**src/hdl/bkm_log2_exp2_top_macros.svh**
```systemverilog
// assertion helpers for the bkm log2 / exp2 unit
`ifndef BKM_LOG2_EXP2_TOP_MACROS_SVH
`define BKM_LOG2_EXP2_TOP_MACROS_SVH

`ifndef SYNTHESIS
`define BKM_ASSERT_IMP(name, clock, resetn, ante, cons, msg) \
  name: assert property (@(posedge clock) disable iff (!resetn) (ante) |-> (cons)) \
    else $error(msg);
`define BKM_ASSERT_NEXT(name, clock, resetn, ante, cons, msg) \
  name: assert property (@(posedge clock) disable iff (!resetn) (ante) |=> (cons)) \
    else $error(msg);
`else
`define BKM_ASSERT_IMP(name, clock, resetn, ante, cons, msg)
`define BKM_ASSERT_NEXT(name, clock, resetn, ante, cons, msg)
`endif

`endif

```
**src/hdl/bkm_pkg.sv**
```systemverilog
`timescale 1ns / 1ps

package bkm_pkg;

  localparam int FRAC_BITS   = 32;
  localparam int TABLE_DEPTH = 64;
  localparam int INT_W       = 64 - FRAC_BITS;
  localparam int ROM_N       = 64;

  localparam logic [5:0]  ITER_RESET = 6'd31;
  localparam logic [63:0] ONE_Q63    = 64'h8000_0000_0000_0000;
  localparam logic [63:0] ONE_Q62    = 64'h4000_0000_0000_0000;

  typedef enum logic [1:0] {
    ST_OK     = 2'd0,
    ST_UNDEF  = 2'd1,
    ST_NEGINF = 2'd2,
    ST_OVF    = 2'd3
  } bkm_status_t;

  typedef enum logic [1:0] {
    K_LOG,
    K_EXP,
    K_UNDEF,
    K_NEGINF
  } bkm_kind_t;

  typedef enum logic [1:0] {
    FS_IDLE,
    FS_NORM,
    FS_PUSH
  } front_state_t;

  typedef enum logic [1:0] {
    CS_IDLE,
    CS_RUN,
    CS_FIN
  } core_state_t;

  // classified job handed from the front end to the iteration core
  typedef struct packed {
    bkm_kind_t               kind;
    logic [63:0]             val;   // normalized mantissa or fraction of the exp argument
    logic [5:0]              p;     // log2 integer part before offset
    logic signed [INT_W-1:0] fl;    // floor of the exp operand
  } bkm_job_t;

  typedef struct packed {
    logic full;
    logic empty;
  } bkm_qstat_t;

  typedef logic [ROM_N-1:0][63:0] rom_t;

  // integer squaring log2 of a Q1.63 value, evaluated at elaboration only
  function automatic logic [63:0] sq_log(input logic [63:0] z0);
    logic [63:0]  z;
    logic [63:0]  m;
    logic [127:0] sq;
    int           j;
    z = z0;
    m = '0;
    for (j = 1; j <= 63; j++) begin
      sq = {64'd0, z} * {64'd0, z};
      if (sq[127]) begin
        z = sq[127:64];
        m[63-j] = 1'b1;
      end else begin
        z = sq[126:63];
      end
    end
    return m;
  endfunction

  function automatic rom_t build_rom();
    rom_t r;
    int   k;
    for (k = 0; k < ROM_N; k++) begin
      if (k == 0) r[k] = ONE_Q63;
      else        r[k] = sq_log(ONE_Q63 + (64'd1 << (63 - k)));
    end
    return r;
  endfunction

  // log2(1 + 2^-k) in Q0.63
  localparam rom_t LOG_ROM = build_rom();

endpackage

```
**src/hdl/bkm_log2_exp2_top.sv**
```systemverilog
`timescale 1ns / 1ps
// fixed-point log2 / exp2 unit using bkm shift-add iterations
// input channel: in_valid / in_ready with in_mode (0 log2, 1 exp2) and a signed
//   in_operand with FRAC_BITS fraction bits; a transfer happens when both are high
// output channel: out_valid / out_ready with out_result and out_status
//   (0 ok, 1 undefined, 2 negative infinity, 3 saturated)
// cfg_we / cfg_wdata set the iteration count (reset 31); write it only while idle
// the front end classifies each item and, for log2, normalizes the mantissa;
//   the core runs shift-add steps up to min(count, TABLE_DEPTH), from step 0
//   for exp2 and from step 1 for log2, one shift-add step per cycle through two
//   adders, one compare and the log table
// the core's iteration loop sets the item rate; the front end takes and
//   normalizes the next item meanwhile
// a queue of QUEUE_DEPTH jobs separates the front end from the core
// reset clears the front end, queue, core and output valid and restores the
//   iteration count; the table is constant
// while the receiver stalls the result holds, the core parks one finished job,
//   the queue fills and in_ready then drops
`include "bkm_log2_exp2_top_macros.svh"

module bkm_log2_exp2_top #(
  parameter int QUEUE_DEPTH = 2
) (
  input  logic               clk,
  input  logic               rst_n,
  input  logic               in_valid,
  output logic               in_ready,
  input  logic               in_mode,
  input  logic signed [63:0] in_operand,
  output logic               out_valid,
  input  logic               out_ready,
  output logic signed [63:0] out_result,
  output logic [1:0]         out_status,
  input  logic               cfg_we,
  input  logic [5:0]         cfg_wdata
);

  logic [5:0]          iter_count_r;
  logic                q_push, q_pop;
  bkm_pkg::bkm_job_t   push_job, pop_job;
  bkm_pkg::bkm_qstat_t q_stat;
  logic [63:0]         result_u;

  always_ff @(posedge clk) begin
    if (!rst_n) begin
      iter_count_r <= bkm_pkg::ITER_RESET;
    end else if (cfg_we) begin
      iter_count_r <= cfg_wdata;
    end
  end

  bkm_front u_front (
    .clk        (clk),
    .rst_n      (rst_n),
    .in_valid   (in_valid),
    .in_ready   (in_ready),
    .in_mode    (in_mode),
    .in_operand (in_operand),
    .push       (q_push),
    .push_job   (push_job),
    .qstat      (q_stat)
  );

  bkm_queue #(
    .DEPTH (QUEUE_DEPTH)
  ) u_queue (
    .clk      (clk),
    .rst_n    (rst_n),
    .push     (q_push),
    .push_job (push_job),
    .pop      (q_pop),
    .pop_job  (pop_job),
    .qstat    (q_stat)
  );

  bkm_core u_core (
    .clk        (clk),
    .rst_n      (rst_n),
    .iter_count (iter_count_r),
    .job_valid  (!q_stat.empty),
    .job        (pop_job),
    .pop        (q_pop),
    .out_valid  (out_valid),
    .out_ready  (out_ready),
    .out_result (result_u),
    .out_status (out_status)
  );

  assign out_result = $signed(result_u);

  `BKM_ASSERT_IMP(a_pop_nonempty, clk, rst_n, q_pop, !q_stat.empty, "pop from an empty queue")
  `BKM_ASSERT_NEXT(a_in_busy, clk, rst_n, in_valid && in_ready, !in_ready, "two items back to back")
  `BKM_ASSERT_IMP(a_undef_zero, clk, rst_n, out_valid && (out_status == bkm_pkg::ST_UNDEF), result_u == 64'd0, "undefined result not zero")

endmodule

```
**src/hdl/bkm_front.sv**
```systemverilog
`timescale 1ns / 1ps

module bkm_front (
  input  logic                clk,
  input  logic                rst_n,
  input  logic                in_valid,
  output logic                in_ready,
  input  logic                in_mode,
  input  logic signed [63:0]  in_operand,
  output logic                push,
  output bkm_pkg::bkm_job_t   push_job,
  input  bkm_pkg::bkm_qstat_t qstat
);

  bkm_pkg::front_state_t state_r, state_nxt;
  bkm_pkg::bkm_job_t     job_r, job_nxt;

  always_comb begin
    state_nxt = state_r;
    unique case (state_r)
      bkm_pkg::FS_IDLE: begin
        if (in_valid) begin
          if (!in_mode && !in_operand[63] && (in_operand != 64'sd0))
            state_nxt = bkm_pkg::FS_NORM;
          else
            state_nxt = bkm_pkg::FS_PUSH;
        end
      end
      bkm_pkg::FS_NORM: begin
        if (job_r.val[62]) state_nxt = bkm_pkg::FS_PUSH;
      end
      bkm_pkg::FS_PUSH: begin
        if (!qstat.full) state_nxt = bkm_pkg::FS_IDLE;
      end
      default: state_nxt = bkm_pkg::FS_IDLE;
    endcase
  end

  always_comb begin
    in_ready = 1'b0;
    push     = 1'b0;
    unique case (state_r)
      bkm_pkg::FS_IDLE: in_ready = 1'b1;
      bkm_pkg::FS_NORM: ;
      bkm_pkg::FS_PUSH: push = !qstat.full;
      default: ;
    endcase
  end

  always_comb begin
    job_nxt = job_r;
    if ((state_r == bkm_pkg::FS_IDLE) && in_valid) begin
      job_nxt.p  = 6'd62;
      job_nxt.fl = in_operand[63:bkm_pkg::FRAC_BITS];
      if (in_mode) begin
        job_nxt.kind = bkm_pkg::K_EXP;
        job_nxt.val  = {1'b0, in_operand[bkm_pkg::FRAC_BITS-1:0],
                        {(63 - bkm_pkg::FRAC_BITS){1'b0}}};
      end else begin
        job_nxt.val = in_operand;
        if (in_operand[63])               job_nxt.kind = bkm_pkg::K_UNDEF;
        else if (in_operand == 64'sd0)    job_nxt.kind = bkm_pkg::K_NEGINF;
        else                              job_nxt.kind = bkm_pkg::K_LOG;
      end
    end else if ((state_r == bkm_pkg::FS_NORM) && !job_r.val[62]) begin
      // coarse byte steps first, then single bits until bit 62 is set
      if (job_r.val[62:55] == 8'd0) begin
        job_nxt.val = job_r.val << 8;
        job_nxt.p   = job_r.p - 6'd8;
      end else begin
        job_nxt.val = job_r.val << 1;
        job_nxt.p   = job_r.p - 6'd1;
      end
    end
  end

  always_ff @(posedge clk) begin
    if (!rst_n) begin
      state_r <= bkm_pkg::FS_IDLE;
    end else begin
      state_r <= state_nxt;
    end
  end

  always_ff @(posedge clk) begin
    job_r <= job_nxt;
  end

  assign push_job = job_r;

endmodule

```
**src/hdl/bkm_queue.sv**
```systemverilog
`timescale 1ns / 1ps

module bkm_queue #(
  parameter int DEPTH = 2
) (
  input  logic                clk,
  input  logic                rst_n,
  input  logic                push,
  input  bkm_pkg::bkm_job_t   push_job,
  input  logic                pop,
  output bkm_pkg::bkm_job_t   pop_job,
  output bkm_pkg::bkm_qstat_t qstat
);

  localparam int PTR_W = (DEPTH > 1) ? $clog2(DEPTH) : 1;
  localparam int CNT_W = $clog2(DEPTH + 1);
  localparam logic [PTR_W-1:0] LAST = PTR_W'(DEPTH - 1);
  localparam logic [CNT_W-1:0] FULL_CNT = CNT_W'(DEPTH);

  bkm_pkg::bkm_job_t mem_r [DEPTH];
  logic [PTR_W-1:0]  wr_ptr_r, wr_ptr_nxt;
  logic [PTR_W-1:0]  rd_ptr_r, rd_ptr_nxt;
  logic [CNT_W-1:0]  cnt_r, cnt_nxt;

  always_comb begin
    wr_ptr_nxt = wr_ptr_r;
    rd_ptr_nxt = rd_ptr_r;
    cnt_nxt    = cnt_r;
    if (push) wr_ptr_nxt = (wr_ptr_r == LAST) ? '0 : wr_ptr_r + 1'b1;
    if (pop)  rd_ptr_nxt = (rd_ptr_r == LAST) ? '0 : rd_ptr_r + 1'b1;
    if (push && !pop)      cnt_nxt = cnt_r + 1'b1;
    else if (pop && !push) cnt_nxt = cnt_r - 1'b1;
  end

  always_ff @(posedge clk) begin
    if (!rst_n) begin
      wr_ptr_r <= '0;
      rd_ptr_r <= '0;
      cnt_r    <= '0;
    end else begin
      wr_ptr_r <= wr_ptr_nxt;
      rd_ptr_r <= rd_ptr_nxt;
      cnt_r    <= cnt_nxt;
    end
  end

  always_ff @(posedge clk) begin
    if (push) mem_r[wr_ptr_r] <= push_job;
  end

  assign pop_job     = mem_r[rd_ptr_r];
  assign qstat.full  = (cnt_r == FULL_CNT);
  assign qstat.empty = (cnt_r == '0);

endmodule

```
**src/hdl/bkm_core.sv**
```systemverilog
`timescale 1ns / 1ps

module bkm_core (
  input  logic              clk,
  input  logic              rst_n,
  input  logic [5:0]        iter_count,
  input  logic              job_valid,
  input  bkm_pkg::bkm_job_t job,
  output logic              pop,
  output logic              out_valid,
  input  logic              out_ready,
  output logic [63:0]       out_result,
  output logic [1:0]        out_status
);

  localparam int F = bkm_pkg::FRAC_BITS;
  localparam logic [6:0] DEPTH7 = 7'(bkm_pkg::TABLE_DEPTH);
  localparam logic signed [65:0] LBOUND = 66'sd1 <<< (63 - F);
  localparam logic signed [65:0] SH_OFS = 66'(F - 62);

  bkm_pkg::core_state_t    state_r, state_nxt;
  bkm_pkg::bkm_kind_t      kind_r;
  logic [63:0]             xx_r, yy_r, zref_r;
  logic [5:0]              p_r;
  logic signed [bkm_pkg::INT_W-1:0] fl_r;
  logic [5:0]              k_r;
  logic                    out_valid_r;
  logic [63:0]             out_result_r;
  logic [1:0]              out_status_r;

  logic [6:0]  lim;
  logic        more;
  logic        run_en, fin_en;
  logic [63:0] shx, rom_k, sum_x, sum_y;
  logic        take;

  logic [63:0]        f64;
  logic signed [8:0]  c;
  logic signed [65:0] c_ext, sh, nsh;
  logic [63:0]        res_fin;
  logic [1:0]         st_fin;

  assign lim  = ({1'b0, iter_count} < DEPTH7) ? {1'b0, iter_count} : DEPTH7;
  assign more = ({1'b0, k_r} < lim);

  always_comb begin
    state_nxt = state_r;
    unique case (state_r)
      bkm_pkg::CS_IDLE: begin
        if (job_valid) begin
          if ((job.kind == bkm_pkg::K_LOG) || (job.kind == bkm_pkg::K_EXP))
            state_nxt = bkm_pkg::CS_RUN;
          else
            state_nxt = bkm_pkg::CS_FIN;
        end
      end
      bkm_pkg::CS_RUN: begin
        if (!more) state_nxt = bkm_pkg::CS_FIN;
      end
      bkm_pkg::CS_FIN: begin
        if (!out_valid_r || out_ready) state_nxt = bkm_pkg::CS_IDLE;
      end
      default: state_nxt = bkm_pkg::CS_IDLE;
    endcase
  end

  always_comb begin
    pop    = 1'b0;
    run_en = 1'b0;
    fin_en = 1'b0;
    unique case (state_r)
      bkm_pkg::CS_IDLE: pop    = job_valid;
      bkm_pkg::CS_RUN:  run_en = more;
      bkm_pkg::CS_FIN:  fin_en = !out_valid_r || out_ready;
      default: ;
    endcase
  end

  // one shift-add step per cycle
  always_comb begin
    shx   = xx_r >> k_r;
    rom_k = bkm_pkg::LOG_ROM[k_r];
    sum_x = xx_r + shx;
    sum_y = yy_r + rom_k;
    take  = (kind_r == bkm_pkg::K_LOG) ? (sum_x <= zref_r) : (sum_y <= zref_r);
  end

  // result assembly
  always_comb begin
    f64   = yy_r >> (63 - F);
    c     = $signed({3'b000, p_r}) - $signed(9'(F)) + $signed({8'd0, f64[F]});
    c_ext = 66'(c);
    sh    = $signed({{(66 - bkm_pkg::INT_W){fl_r[bkm_pkg::INT_W-1]}}, fl_r}) + SH_OFS;
    nsh   = -sh;
    res_fin = '0;
    st_fin  = bkm_pkg::ST_OK;
    case (kind_r)
      bkm_pkg::K_UNDEF: begin
        res_fin = '0;
        st_fin  = bkm_pkg::ST_UNDEF;
      end
      bkm_pkg::K_NEGINF: begin
        res_fin = bkm_pkg::ONE_Q63;
        st_fin  = bkm_pkg::ST_NEGINF;
      end
      bkm_pkg::K_LOG: begin
        if (c_ext < -LBOUND) begin
          res_fin = bkm_pkg::ONE_Q63;
          st_fin  = bkm_pkg::ST_OVF;
        end else if (c_ext >= LBOUND) begin
          res_fin = bkm_pkg::ONE_Q63 - 64'd1;
          st_fin  = bkm_pkg::ST_OVF;
        end else begin
          res_fin = (c_ext[63:0] << F) | {{(64 - F){1'b0}}, f64[F-1:0]};
        end
      end
      default: begin
        if ((sh > 66'sd0) || ((sh == 66'sd0) && xx_r[63])) begin
          res_fin = bkm_pkg::ONE_Q63 - 64'd1;
          st_fin  = bkm_pkg::ST_OVF;
        end else if (sh == 66'sd0) begin
          res_fin = xx_r;
        end else if (sh <= -66'sd64) begin
          res_fin = '0;
        end else begin
          res_fin = xx_r >> nsh[5:0];
        end
      end
    endcase
  end

  always_ff @(posedge clk) begin
    if (!rst_n) begin
      state_r     <= bkm_pkg::CS_IDLE;
      out_valid_r <= 1'b0;
    end else begin
      state_r <= state_nxt;
      if (fin_en)         out_valid_r <= 1'b1;
      else if (out_ready) out_valid_r <= 1'b0;
    end
  end

  always_ff @(posedge clk) begin
    if (pop) begin
      kind_r <= job.kind;
      zref_r <= job.val;
      p_r    <= job.p;
      fl_r   <= job.fl;
      xx_r   <= bkm_pkg::ONE_Q62;
      yy_r   <= '0;
      k_r    <= (job.kind == bkm_pkg::K_LOG) ? 6'd1 : 6'd0;
    end else if (run_en) begin
      if (take) begin
        xx_r <= sum_x;
        yy_r <= sum_y;
      end
      k_r <= k_r + 6'd1;
    end
    if (fin_en) begin
      out_result_r <= res_fin;
      out_status_r <= st_fin;
    end
  end

  assign out_valid  = out_valid_r;
  assign out_result = out_result_r;
  assign out_status = out_status_r;

endmodule
```
**config.mk**
```make
export PLATFORM = sky130hd
export DESIGN_NAME = bkm_log2_exp2_top
export DESIGN_NICKNAME = d
export VERILOG_FILES = /design/src/hdl/bkm_pkg.sv /design/src/hdl/bkm_log2_exp2_top.sv /design/src/hdl/bkm_front.sv /design/src/hdl/bkm_queue.sv /design/src/hdl/bkm_core.sv
export VERILOG_INCLUDE_DIRS = /design/src /design/src/hdl
export SDC_FILE = /design/constraint.sdc
export NUM_CORES = 2
export LEC_CHECK = 0
export BUFFER_PORTS_ARGS = -buffer_cell sky130_fd_sc_hd__buf_2
export CAP_MARGIN = 20
export CELL_PAD_IN_SITES_DETAIL_PLACEMENT = 1
export CELL_PAD_IN_SITES_GLOBAL_PLACEMENT = 2
export CORE_AREA = 4 4 328 330
export CTS_CLUSTER_SIZE = 30
export DETAILED_ROUTE_END_ITERATION = 10
export DIE_AREA = 0 0 332 334
export PLACE_DENSITY = 0.95
export SLEW_MARGIN = 20
export SYNTH_ARGS = -nofsm -noshare
export SYNTH_HDL_FRONTEND = slang
export SYNTH_SLANG_ARGS = --single-unit
```
**constraint.sdc**
```tcl
create_clock -name clk -period 18 [get_ports clk]
set_input_delay 2.7 -clock clk [delete_from_list [all_inputs] [get_ports clk]]
set_output_delay 2.7 -clock clk [all_outputs]
set_load 0.01 [all_outputs]
```
==> summary.txt <==
Power
  – Power consumption: 11.3 mW
  – Static leakage: 19.7 nW
  – PD cells: 225 nW/um^2
  – VDD IR-drop max: 0.173 mV

STA
  – Slew @ Worst Pin: 1.28 ns
  – Final hold slack: 0.441 ns
  – Max Slew Vio Count: 0
  – Unrepaired setup endpoints after global routing: false
  – Minimum clock period: 11.72 ns
  – Final hold vios: 0
  – Worst slew margin: 0.142
  – Fmax achieved: 85.3 MHz
  – Post-Route Setup TNS: 0 ns
  – Final cycle utilization of the critical path: 0.651
  – Worst clock skew: 0.0446 ns
  – Final setup fails: 0

Floorplanning
  – Die Width: 332 um
  – Die area: 111000 sq um
  – Initial Util: 0.437
  – Core ar.: 105000 sq um
  – # rows: 119
  – Top Ports: 144
  – Die H: 334 um

Place
  – Gpl congestion: 0.993
  – I/O Buffers: 143
  – Placed insts: 6280
  – Final HPWL DP: 147000 um

Critical path
  – Reg2reg setup slack: 6.28 ns
  – Worst EP required: 18.47 ns
  – Max incr delay on CP: 1.01 ns
  – Critical path arrival: 12.20 ns
  – Delay-heaviest family, CP: compound AO/OA/AOI/OAI gates
  – Worst Path Buf+Inv: 5
  – Critical path class: reg2reg
  – Critical path endpoint category: flop
  – R2r startpoint: u_core.k_r[0]$_DFFE_PP_
  – Cell mode on critical path: buf_4
  – CP Max Fanout: 79
  – Startpoint types: flop
  – Crit path max-delay cell type: ha_1
  – R2r endpoint: u_core.xx_r[63]$_SDFFE_PP0P_
  – Register-to-Register Path Depth: 32

Min path
  – Worst Hold Launch: u_front.push_job[6]$_DFFE_PP_
  – Min-Delay Path Class: reg2reg
  – Hold path depth: 0
  – Hold EP: u_queue.mem_r[1][6]$_DFFE_PP_

CTS
  – CTS root buf: clkbuf_16
  – Clk buf depth: 3
  – Clock-pin slew on the worst setup and hold paths: 0.06 ns
  – Post-CTS setup buffers: 0
  – Hold_buf cts: 0
  – Number of buffers created by CTS: 68
  – Clock insertion delay at the later pin of the skew report: 0.66 ns
  – CTS tree: built
  – Clock Sinks: 632
  – Cts repair resizes: 0
  – H-tree depth: 3

Route
  – Drt wl/cell: 31.3 um
  – Drt initial violations: 5306
  – Via count: 42500
  – DRC Markers: 0
  – Vias per cell: 6.63
  – DRT Pass-1 Iters: 9
  – Final ANT Viol Nets: 0
  – Routed WL: 201000 um

Synthesis
  – Yosys Warn Count: 0
  – Post-synth EDFFs: 482
  – Cell count after synthesis: 5007
  – Sequential element share of the synthesized area: 0.381
  – Number of distinct library cells after synthesis: 93
  – Syn_nets: 5373
  – Main flop type after synthesis: edfxtp_1
  – Synth async-reset ratio: 0
  – Flop and latch count out of synthesis: 632
  – Mean Syn Cell Area: 9.16 sq um
  – Cell area after synthesis: 45800 sq um

GRT
  – First-pass GRT wire length: 291000 um
  – Initial antenna violation count: 9
  – GRT overflow: 0
  – Total track usage: 0.348
  – Vias in the first global route: 42300
  – Largest net degree at the start of global routing: 140

Layout
  – Area growth syn-to-layout: 9.15%
  – Share of layout cells above drive strength 1: 0.130
  – Final-stage net count: 5326
  – Layout Cells excl Fill: 6412

Flow run
  – # Max-Cap Violations: 0

Run status
  – Status: finished clean
[cell usage in the layout (no fill, tap or decap), types with 83 or more instances in the layout]
master	count
mux4_2	88
edfxtp_1	482
a21oi_1	467
inv_1	135
nand3_1	85
ha_1	287
mux2i_1	186
nand2_1	736
buf_2	143
mux2_2	119
buf_4	83
xnor2_1	95
dfxtp_1	149
nor2_1	424
o21ai_0	308
a21o_1	127
[registers in the layout (all words and copies together), names as in the netlist, 6 cells and up, named ones only]
name / flops
u_core.zref_r: 64
u_core.out_result: 64
u_core.xx_r: 64
u_core.fl_r: 32
u_core.yy_r: 64
u_core.p_r: 6
u_core.k_r: 6
iter_count_r: 6
u_front.push_job: 102
u_queue.mem_r: 208
[where the power goes]
part | switching [mW] | leakage (nW) | internal [mW]
Clock | 0.636 | 1.08 | 0.789
Sequential | 0.400 | 5.71 | 1.97
Combinational | 5.20 | 12.9 | 2.27
[worst reg2reg max path, delay by kind of cell (launching register included)]
kind	cells	cell delay [ns]
and+or+nand+nor	10	3.04
xor gates and xnor gates	1	0.16
adders and majority gates	3	1.87
buffers and inverters	5	2.42
AOI/OAI and AO/OA	13	3.61
DFF	1	0.43
[how the worst max path moves through the flow]
stage	startpoint	cells after the start	end	slack, ns
CTS	u_core.k_r[2]$_SDFFCE_PP0P_	33	u_core.yy_r[61]$_SDFFE_PP0P_	6.63
detailed placement	u_core.k_r[2]$_SDFFCE_PP0P_	33	u_core.yy_r[61]$_SDFFE_PP0P_	6.67
floorplan	u_core.k_r[0]$_DFFE_PP_	39	u_core.xx_r[0]$_SDFFE_PP0P_	9.57
global route	u_core.k_r[2]$_SDFFCE_PP0P_	34	u_core.xx_r[0]$_SDFFE_PP0P_	5.58
finish	u_core.k_r[0]$_DFFE_PP_	32	u_core.xx_r[63]$_SDFFE_PP0P_	6.28
global placement	u_core.k_r[0]$_DFFE_PP_	32	u_core.xx_r[63]$_SDFFE_PP0P_	6.79
[synth_stat cells, types with 88 or more instances]
master / n / area share
nand2_1: 739 / 0.061
edfxtp_1: 482 / 0.32
a21oi_1: 467 / 0.051
nor2_1: 428 / 0.035
o21ai_0: 309 / 0.034
ha_1: 288 / 0.079
clkbuf_1: 281 / 0.023
mux2i_1: 186 / 0.041
dfxtp_1: 150 / 0.065
inv_1: 139 / 0.011
a21o_1: 127 / 0.021
mux2_2: 119 / 0.029
xnor2_1: 99 / 0.019
mux4_2: 88 / 0.043
[through the flow]
stage / instance area [sq um] / util / setup slack (ns)
after floorplan: 45800 / - / 9.57
after global placement: 47800 / 0.456 / 6.79
after detailed placement: 47800 / 0.456 / 6.67
after CTS: 50000 / 0.477 / 6.63
after global routing: 50000 / 0.477 / 5.58
final: 50000 / 0.477 / 6.28
[cell type report]
cell class | count | area, sq um
Antenna cell | 11 | 27.5
Clock buffer | 88 | 1870
Clock inverter | 32 | 349
Fill cell | 12100 | 54800
Inverter | 141 | 539
Multi-Input combinational cell | 3889 | 26600
Sequential cell | 632 | 17500
Tap cell | 1391 | 1740
Timing Repair Buffer | 228 | 1390
[metal layers]
| metal | vias up | routed length [um] | track usage |
|---|---|---|---|
| li1 | 18500 | - | - |
| met1 | 21200 | 81300 | 0.461 |
| met2 | 2340 | 88800 | 0.538 |
| met3 | 500 | 19300 | 0.0801 |
| met4 | 4 | 11100 | 0.171 |
| met5 | - | 31 | 0 |
[cells by family (layout without fill, tap and decap cells)]
family,Yosys count,after routing,share of synthesized area
AND/OR/NAND/NOR,1617,1617,0.156
AO/OA/AOI/OAI,1433,1433,0.199
flip-flops,632,632,0.381
buffers and inverters,486,489,0.0409
multiplexers,393,393,0.113
adder cells (fa/ha/maj),291,291,0.0797
XOR/XNOR,155,155,0.0296
other,0,11,0
Power figures use the tool's default switching activity.
